[config.mk]
export PLATFORM = sky130hd
export DESIGN_NAME = fit_policy_partition_allocator_flat
export DESIGN_NICKNAME = d
export VERILOG_FILES = /design/src/sv/fpa_pkg.sv /design/src/sv/fpa_if.sv /design/src/sv/fit_policy_partition_allocator.sv /design/src/flat_wrapper.sv
export SDC_FILE = /design/constraint.sdc
export NUM_CORES = 1
export LEC_CHECK = 0
export ABC_CLOCK_PERIOD_IN_PS = 10800
export BUFFER_PORTS_ARGS = -buffer_cell sky130_fd_sc_hd__buf_2
export CAP_MARGIN = 20
export CORE_MARGIN = 5
export CORE_UTILIZATION = 55
export DETAILED_ROUTE_END_ITERATION = 10
export PLACE_DENSITY = 0.73
export SLEW_MARGIN = 10
export SYNTH_ARGS = -nofsm -noshare
export SYNTH_HDL_FRONTEND = slang
export SYNTH_SLANG_ARGS = --single-unit
[constraint.sdc]
create_clock -name clk -period 10.8 [get_ports clk]
set_clock_uncertainty 0.2 [all_clocks]
set_input_delay 1.08 -clock clk [delete_from_list [all_inputs] [get_ports clk]]
set_output_delay 1.08 -clock clk [all_outputs]
set_load 0.05 [all_outputs]
[src/sv/fpa_pkg.sv]
// ----------------------------------------------------------------------------
// fpa_pkg
// Types and constants shared by the partition allocator files.
// ----------------------------------------------------------------------------
package fpa_pkg;

  localparam int NUM_PARTS = 8;
  localparam int SIZE_BITS = 16;

  // fixed field widths
  localparam int SEL_W    = 3;
  localparam int AMOUNT_W = 16;
  localparam int CFG_DW   = 4;

  localparam int IDX_W = (NUM_PARTS > 1) ? $clog2(NUM_PARTS) : 1;
  localparam int CNT_W = $clog2(NUM_PARTS + 1);

  typedef enum logic [0:0] {
    MODE_LOAD = 1'b0,
    MODE_REQ  = 1'b1
  } mode_t;

  typedef enum logic [1:0] {
    POL_FIRST = 2'd0,
    POL_BEST  = 2'd1,
    POL_WORST = 2'd2
  } policy_t;

  typedef enum logic [0:0] {
    REG_POLICY = 1'b0,
    REG_PARTS  = 1'b1
  } cfg_reg_t;

  typedef enum logic [1:0] {
    ST_IDLE,
    ST_SCAN,
    ST_WRITE
  } state_t;

endpackage

[src/sv/fpa_if.sv]
// ----------------------------------------------------------------------------
// fpa_in_if / fpa_out_if
// Valid/ready channels for allocator requests and results.
// ----------------------------------------------------------------------------
interface fpa_in_if import fpa_pkg::*; ();
  logic                valid;
  logic                ready;
  logic                mode;
  logic [SEL_W-1:0]    part_select;
  logic [AMOUNT_W-1:0] amount;

  modport source (output valid, mode, part_select, amount, input ready);
  modport sink   (input valid, mode, part_select, amount, output ready);
endinterface

interface fpa_out_if import fpa_pkg::*; ();
  logic                valid;
  logic                ready;
  logic                placed;
  logic [SEL_W-1:0]    chosen_part;
  logic [AMOUNT_W-1:0] room_left;

  modport source (output valid, placed, chosen_part, room_left, input ready);
  modport sink   (input valid, placed, chosen_part, room_left, output ready);
endinterface

[src/sv/fit_policy_partition_allocator.sv]
// ----------------------------------------------------------------------------
// fit_policy_partition_allocator
// Partition table with first/best/worst fit search, one entry per cycle.
// ----------------------------------------------------------------------------
//  channel  | dir | payload                              | handshake
//  in_ch    | in  | mode, part_select, amount            | valid/ready
//  out_ch   | out | placed, chosen_part, room_left       | valid/ready
//  cfg_*    | in  | cfg_idx, cfg_wdata                   | cfg_we
//
// A load is written when accepted. A request is accepted, then reads N
// table entries in turn through the single compare unit (N = partitions
// searched, at most 8; first fit stops at the first hit), then writes back.
// Reset is synchronous; there is no clearing pass, the table is undefined.
// A result waiting on out_ch does not block accepting the next request;
// only the write-back stalls until the output register is free.
// ----------------------------------------------------------------------------
module fit_policy_partition_allocator import fpa_pkg::*; (
  input  logic              clk,
  input  logic              rst_n,
  fpa_in_if.sink            in_ch,
  fpa_out_if.source         out_ch,
  input  logic              cfg_we,
  input  logic [0:0]        cfg_idx,
  input  logic [CFG_DW-1:0] cfg_wdata
);

  state_t               state_r, state_nxt;
  logic [1:0]           policy_r;
  logic [3:0]           parts_r;
  logic [SIZE_BITS-1:0] mem_r [NUM_PARTS];

  logic [SIZE_BITS-1:0] want_r, want_nxt;
  logic [SIZE_BITS-1:0] best_r, best_nxt;
  logic [CNT_W-1:0]     lim_r, lim_nxt;
  logic [CNT_W-1:0]     scan_r, scan_nxt;
  logic [IDX_W-1:0]     pick_r, pick_nxt;
  logic                 found_r, found_nxt;

  logic                 out_valid_r, out_valid_nxt;
  logic                 placed_r, placed_nxt;
  logic [SEL_W-1:0]     chosen_r, chosen_nxt;
  logic [AMOUNT_W-1:0]  room_r, room_nxt;

  logic                 mem_we;
  logic [IDX_W-1:0]     mem_wa;
  logic [SIZE_BITS-1:0] mem_wd;

  logic                 accept;
  logic [SIZE_BITS-1:0] have;
  logic [SIZE_BITS-1:0] room;
  logic                 fits;
  logic                 better;
  logic                 stop_first;
  logic                 last;
  logic [CNT_W-1:0]     lim_calc;

  assign in_ch.ready  = (state_r == ST_IDLE);
  assign accept       = in_ch.valid && in_ch.ready;

  assign out_ch.valid       = out_valid_r;
  assign out_ch.placed      = placed_r;
  assign out_ch.chosen_part = chosen_r;
  assign out_ch.room_left   = room_r;

  // shared compare unit: one table entry per cycle
  assign have = mem_r[scan_r[IDX_W-1:0]];
  assign fits = (have >= want_r);
  assign room = best_r - want_r;
  assign last = (({1'b0, scan_r} + 1'b1) == {1'b0, lim_r});

  always_comb begin
    case (policy_r)
      POL_BEST:  better = (have < best_r);
      POL_WORST: better = (have > best_r);
      default:   better = 1'b0;
    endcase
    stop_first = fits && (policy_r != POL_BEST) && (policy_r != POL_WORST);
  end

  // searched count saturates at the table depth
  assign lim_calc = (32'(parts_r) > NUM_PARTS) ? CNT_W'(NUM_PARTS) : CNT_W'(parts_r);

  always_comb begin
    state_nxt     = state_r;
    want_nxt      = want_r;
    best_nxt      = best_r;
    lim_nxt       = lim_r;
    scan_nxt      = scan_r;
    pick_nxt      = pick_r;
    found_nxt     = found_r;
    out_valid_nxt = out_valid_r && !out_ch.ready;
    placed_nxt    = placed_r;
    chosen_nxt    = chosen_r;
    room_nxt      = room_r;
    mem_we        = 1'b0;
    mem_wa        = IDX_W'(in_ch.part_select);
    mem_wd        = SIZE_BITS'(in_ch.amount);

    unique case (state_r)
      ST_IDLE: begin
        if (accept) begin
          if (in_ch.mode == MODE_LOAD) begin
            mem_we = (32'(in_ch.part_select) < NUM_PARTS);
          end else begin
            want_nxt  = SIZE_BITS'(in_ch.amount);
            lim_nxt   = lim_calc;
            scan_nxt  = '0;
            found_nxt = 1'b0;
            pick_nxt  = '0;
            state_nxt = (lim_calc == '0) ? ST_WRITE : ST_SCAN;
          end
        end
      end
      ST_SCAN: begin
        if (fits && (!found_r || better)) begin
          found_nxt = 1'b1;
          pick_nxt  = scan_r[IDX_W-1:0];
          best_nxt  = have;
        end
        scan_nxt = scan_r + 1'b1;
        if (stop_first || last) begin
          state_nxt = ST_WRITE;
        end
      end
      ST_WRITE: begin
        if (!out_valid_r || out_ch.ready) begin
          out_valid_nxt = 1'b1;
          placed_nxt    = found_r;
          chosen_nxt    = found_r ? SEL_W'(pick_r) : '0;
          room_nxt      = found_r ? AMOUNT_W'(room) : '0;
          mem_we        = found_r;
          mem_wa        = pick_r;
          mem_wd        = room;
          state_nxt     = ST_IDLE;
        end
      end
      default: state_nxt = ST_IDLE;
    endcase
  end

  always_ff @(posedge clk) begin
    if (!rst_n) begin
      state_r     <= ST_IDLE;
      out_valid_r <= 1'b0;
      policy_r    <= POL_FIRST;
      parts_r     <= 4'(NUM_PARTS);
    end else begin
      state_r     <= state_nxt;
      out_valid_r <= out_valid_nxt;
      if (cfg_we) begin
        unique case (cfg_reg_t'(cfg_idx))
          REG_POLICY: policy_r <= cfg_wdata[1:0];
          REG_PARTS:  parts_r  <= cfg_wdata[3:0];
          default:    ;
        endcase
      end
    end
  end

  always_ff @(posedge clk) begin
    want_r   <= want_nxt;
    best_r   <= best_nxt;
    lim_r    <= lim_nxt;
    scan_r   <= scan_nxt;
    pick_r   <= pick_nxt;
    found_r  <= found_nxt;
    placed_r <= placed_nxt;
    chosen_r <= chosen_nxt;
    room_r   <= room_nxt;
    if (mem_we) begin
      mem_r[mem_wa] <= mem_wd;
    end
  end

endmodule

[src/flat_wrapper.sv]
// flat-port wrapper written by rule: the top's interface ports become plain ports
module fit_policy_partition_allocator_flat import fpa_pkg::*;
  (clk, rst_n, cfg_we, cfg_idx, cfg_wdata, in_ch_valid, in_ch_mode, in_ch_part_select, in_ch_amount, in_ch_ready, out_ch_valid, out_ch_placed, out_ch_chosen_part, out_ch_room_left, out_ch_ready);
  fpa_in_if in_ch_i ();
  fpa_out_if out_ch_i ();
  input  logic clk;
  input  logic rst_n;
  input  logic cfg_we;
  input  logic [0:0] cfg_idx;
  input  logic [CFG_DW-1:0] cfg_wdata;
  input wire logic [$bits(in_ch_i.valid)-1:0] in_ch_valid;
  input wire logic [$bits(in_ch_i.mode)-1:0] in_ch_mode;
  input wire logic [$bits(in_ch_i.part_select)-1:0] in_ch_part_select;
  input wire logic [$bits(in_ch_i.amount)-1:0] in_ch_amount;
  output wire logic [$bits(in_ch_i.ready)-1:0] in_ch_ready;
  output wire logic [$bits(out_ch_i.valid)-1:0] out_ch_valid;
  output wire logic [$bits(out_ch_i.placed)-1:0] out_ch_placed;
  output wire logic [$bits(out_ch_i.chosen_part)-1:0] out_ch_chosen_part;
  output wire logic [$bits(out_ch_i.room_left)-1:0] out_ch_room_left;
  input wire logic [$bits(out_ch_i.ready)-1:0] out_ch_ready;
  assign in_ch_i.valid = in_ch_valid;
  assign in_ch_i.mode = in_ch_mode;
  assign in_ch_i.part_select = in_ch_part_select;
  assign in_ch_i.amount = in_ch_amount;
  assign in_ch_ready = in_ch_i.ready;
  assign out_ch_valid = out_ch_i.valid;
  assign out_ch_placed = out_ch_i.placed;
  assign out_ch_chosen_part = out_ch_i.chosen_part;
  assign out_ch_room_left = out_ch_i.room_left;
  assign out_ch_i.ready = out_ch_ready;
  fit_policy_partition_allocator u_core (.clk(clk), .rst_n(rst_n), .in_ch(in_ch_i), .out_ch(out_ch_i), .cfg_we(cfg_we), .cfg_idx(cfg_idx), .cfg_wdata(cfg_wdata));
endmodule
==> flow_metrics.env <==
export IMPL_status="finished clean"
export IMPL_min_path_cells=2
export IMPL_syn_area_sq_um=9530
export IMPL_tritoncts="built"
export IMPL_first_global_vias=6036
export IMPL_die_w_microns=142
export IMPL_timing_rr_end="u_core.best_r[0]$_DFFE_PP_"
export IMPL_cts_setup_buffers=0
export IMPL_comb_power_share_pct=15.4
export IMPL_cts_buffers=22
export IMPL_fin_tns_setup_ns=0
export IMPL_pwr_share_seq_pct=46.0
export IMPL_cts_root_buf="clkbuf_16"
export IMPL_cts_resized=0
export IMPL_grt_max_degree=38
export IMPL_end_kind="flop"
export IMPL_core_rowCount=48
export IMPL_ys_ff_latch=204
export IMPL_ir_drop_mv=0.139
export IMPL_p_leak_nw=4.06
export IMPL_power_mw=2.01
export IMPL_diodes=0
export IMPL_max_freq_mhz=238
export IMPL_clkPwrFrac_pct=38.6
export IMPL_globalplace_congestion=0.843
export IMPL_r2r_setup_slack_ns=6.59
export IMPL_firstDrtPassIters=5
export IMPL_remaining_drc_errors=0
export IMPL_synth_area_per_cell_sq_um=14.6
export IMPL_p_int_mw=1.51
export IMPL_coreArea_sq_um=17200
export IMPL_wl_per_cell_microns=21.2
export IMPL_p_per_area_nw_per_um2=184
export IMPL_placedCellCount=919
export IMPL_yosysWarnings=0
export IMPL_hold_slack_ns=0.290
export IMPL_clock_path_buffers=3
export IMPL_crit_fanout=32
export IMPL_final_max_slew_viol_count=0
export IMPL_multi_input_area_sq_um=3280
export IMPL_swShare_pct=25.0
export IMPL_crit_arrival_ns=4.19
export IMPL_ant_nets=0
export IMPL_htree_num_levels=1
export IMPL_dieArea_sq_um=20100
export IMPL_via_count=5803
export IMPL_synth_edf_count=192
export IMPL_place_hpwl_mm=13.6
export IMPL_io_pins=52
export IMPL_ys_seq_area_share_pct=63.0
export IMPL_final_fill_count=1207
export IMPL_path_clk_slew_ns=0.06
export IMPL_grt_pass1_wl_mm=32.4
export IMPL_yosys_most_used_dff="edfxtp_1"
export IMPL_grt_overflow_total=0
export IMPL_seq_area_sq_um=6010
export IMPL_hp_class="reg -> reg"
export IMPL_cp_start_kind="flop"
export IMPL_tightest_slew_ns=1.06
export IMPL_rsz0062_at_grt="no"
export IMPL_antenna_found_initial=0
export IMPL_initial_core_util_pct=55.5
export IMPL_path_class="reg -> reg"
export IMPL_cts_sinks=204
export IMPL_finalSetupViolCount=0
export IMPL_routed_wl_mm=20.5
export IMPL_initialDrtViolationCount=507
export IMPL_areaGrowthSynthToFinish_pct=14.3
export IMPL_hold_path_end="u_core.parts_r[0]$_SDFFE_PN0P_"
export IMPL_nets=804
export IMPL_hold_start="u_core.parts_r[0]$_SDFFE_PN0P_"
export IMPL_required_ns=10.79
export IMPL_clk_latency_ns=0.50
export IMPL_via_per_inst=6.02
export IMPL_netlist_instances=653
export IMPL_track_usage_pct=20.7
export IMPL_layout_cells_non_filler=964
export IMPL_fp_dieH_microns=142
export IMPL_fin_crit_sh_pct=38.9
export IMPL_slew_headroom_pct=29.4
export IMPL_hold_buffers=0
export IMPL_synth_distinct_cells=64
export IMPL_ys_async_sr_fraction_pct=0
export IMPL_r2r_cells=10
export IMPL_p_switching_mw=0.502
export IMPL_drive_above_1_share_pct=22.2
export IMPL_synth_net_count=734
export IMPL_min_period_ns=4.21
export IMPL_io_buffers=51
export IMPL_finalHoldViolCount=0
export IMPL_drv_cap=0
==> worst max path at each step <==
stage / startpoint / to / slack, ns
2_1_floorplan: flop / u_core.found_r$_DFFE_PP_ / 6.30
3_3_place_gp: flop / u_core.best_r[1]$_DFFE_PP_ / 6.63
3_5_place_dp: flop / u_core.best_r[3]$_DFFE_PP_ / 6.54
4_1_cts: flop / u_core.best_r[12]$_DFFE_PP_ / 6.53
5_1_grt: flop / u_core.best_r[12]$_DFFE_PP_ / 6.33
6_report: flop / u_core.best_r[0]$_DFFE_PP_ / 6.59
==> cell type report <==
type	count	share of cell area, %
clock buffers	28	5.94
clock inverters	12	1.14
inverters	49	1.69
multi-input cells	381	30.1
flip-flops and latches	204	55.1
well taps	225	2.58
repair buffers	65	3.41
==> layer usage <==
| metal | vias to the layer above | routed length [microns] | GRT usage, % | part of all wire (%) |
|---|---|---|---|---|
| li1 | 2665 | - | - | - |
| met1 | 2877 | 8480 | 27.7 | 41 |
| met2 | 217 | 10100 | 35.3 | 49 |
| met3 | 44 | 1330 | 3.17 | 6.5 |
| met4 | 0 | 544 | 6.01 | 2.7 |
| met5 | - | 0 | 0 | 0 |
==> cells in the final DEF, fill, tap and decap left out, drive strengths merged, types with 3 or more instances in the layout <==
| master | n |
|---|---|
| o21bai | 4 |
| nand4 | 6 |
| o21ai | 11 |
| xnor2 | 4 |
| o31ai | 4 |
| dfxtp | 12 |
| nand3 | 23 |
| inv | 49 |
| mux2i | 3 |
| mux2 | 17 |
| a21boi | 6 |
| nor4 | 4 |
| nor3b | 5 |
| clkbuf | 31 |
| a21oi | 26 |
| nand2 | 37 |
| and2 | 12 |
| nor3 | 9 |
| nor2b | 11 |
| edfxtp | 192 |
| a22oi | 3 |
| or2 | 3 |
| o2111ai | 5 |
| or4 | 3 |
| a21o | 9 |
| nand2b | 12 |
| clkinvlp | 3 |
| nor2 | 26 |
| and3 | 11 |
| buf | 62 |
| mux4 | 32 |
| a211oi | 6 |
| a31oi | 8 |
| xor2 | 9 |
| ha | 50 |
| clkinv | 7 |
==> metrics by stage <==
stage	util, %	cell area, sq um	setup WS [ns]
finish	63.4	10900	6.59
CTS	63.1	10800	6.53
floorplan	-	9530	6.30
global placement	58.6	10100	6.63
detailed placement	58.6	10100	6.54
global route	63.4	10900	6.33
==> synth_stat cells, drive strengths merged, types with 4 or more instances <==
| cell type | number | share of area, % |
|---|---|---|
| edfxtp | 192 | 60 |
| ha | 50 | 6.6 |
| inv | 48 | 1.9 |
| nand2 | 37 | 1.5 |
| mux4 | 32 | 7.6 |
| a21oi | 26 | 1.4 |
| nor2 | 26 | 1.0 |
| nand3 | 23 | 1.2 |
| mux2 | 17 | 2.0 |
| and2 | 12 | 0.79 |
| dfxtp | 12 | 2.5 |
| nand2b | 12 | 0.79 |
| and3 | 11 | 0.72 |
| buf | 11 | 0.51 |
| nor2b | 11 | 0.72 |
| o21ai | 11 | 0.58 |
| a21o | 9 | 0.71 |
| nor3 | 9 | 0.47 |
| xor2 | 9 | 0.83 |
| a31oi | 8 | 0.52 |
| clkbuf | 8 | 0.31 |
| a211oi | 6 | 0.60 |
| a21boi | 6 | 0.47 |
| nand4 | 6 | 0.39 |
| nor3b | 5 | 0.39 |
| o2111ai | 5 | 0.46 |
| nor4 | 4 | 0.26 |
| o21bai | 4 | 0.31 |
| o31ai | 4 | 0.31 |
| xnor2 | 4 | 0.37 |
==> worst max-delay path, stage by stage, from the launching register on <==
cell	delay, ns
dfxtp_2	0.31
buf_4	0.49
mux4_2	0.57
mux2_2	0.32
ha_1	0.32
nor2b_1	0.13
o21ai_0	0.23
a311oi_1	0.16
or4_4	0.56
a311oi_2	0.30
buf_4	0.29
==> cells by family (layout without fill, tap and decap cells) <==
group                      count (synthesis)  in the layout  share of synthesized area (%)
xor gates and xnor gates                  13             13                           1.19
buffers and inverters                     68            154                           2.76
and+or+nand+nor                          166            166                           9.08
adders and majority gates                 51             51                           6.77
AOI/OAI and AO/OA                         99             99                           7.32
muxes                                     52             52                           9.88
DFF                                      204            204                           63.0
==> power by group through the flow <==
stage | clock network [mW] | registers (mW) | logic [mW]
after CTS | 0.789 | 0.925 | 0.306
after global placement | 0 | 0.940 | 0.291
after floorplan | 0 | 0.944 | 0.216
final | 0.776 | 0.924 | 0.309
after global routing | 0.826 | 0.927 | 0.340
after detailed placement | 0 | 0.941 | 0.303
==> flip-flops by register name (all words and copies together), names as in the netlist, 2 cells and up, named ones only <==
| signal | count |
|---|---|
| u_core.mem_r | 128 |
| u_core.best_r | 16 |
| u_core.out_ch.room_left | 16 |
| u_core.want_r | 16 |
| u_core.lim_r | 4 |
| u_core.parts_r | 4 |
| u_core.scan_r | 4 |
| u_core.out_ch.chosen_part | 3 |
| u_core.pick_r | 3 |
| u_core.policy_r | 2 |
| u_core.state_r | 2 |
Note: power is estimated with default switching activity, not from simulation.
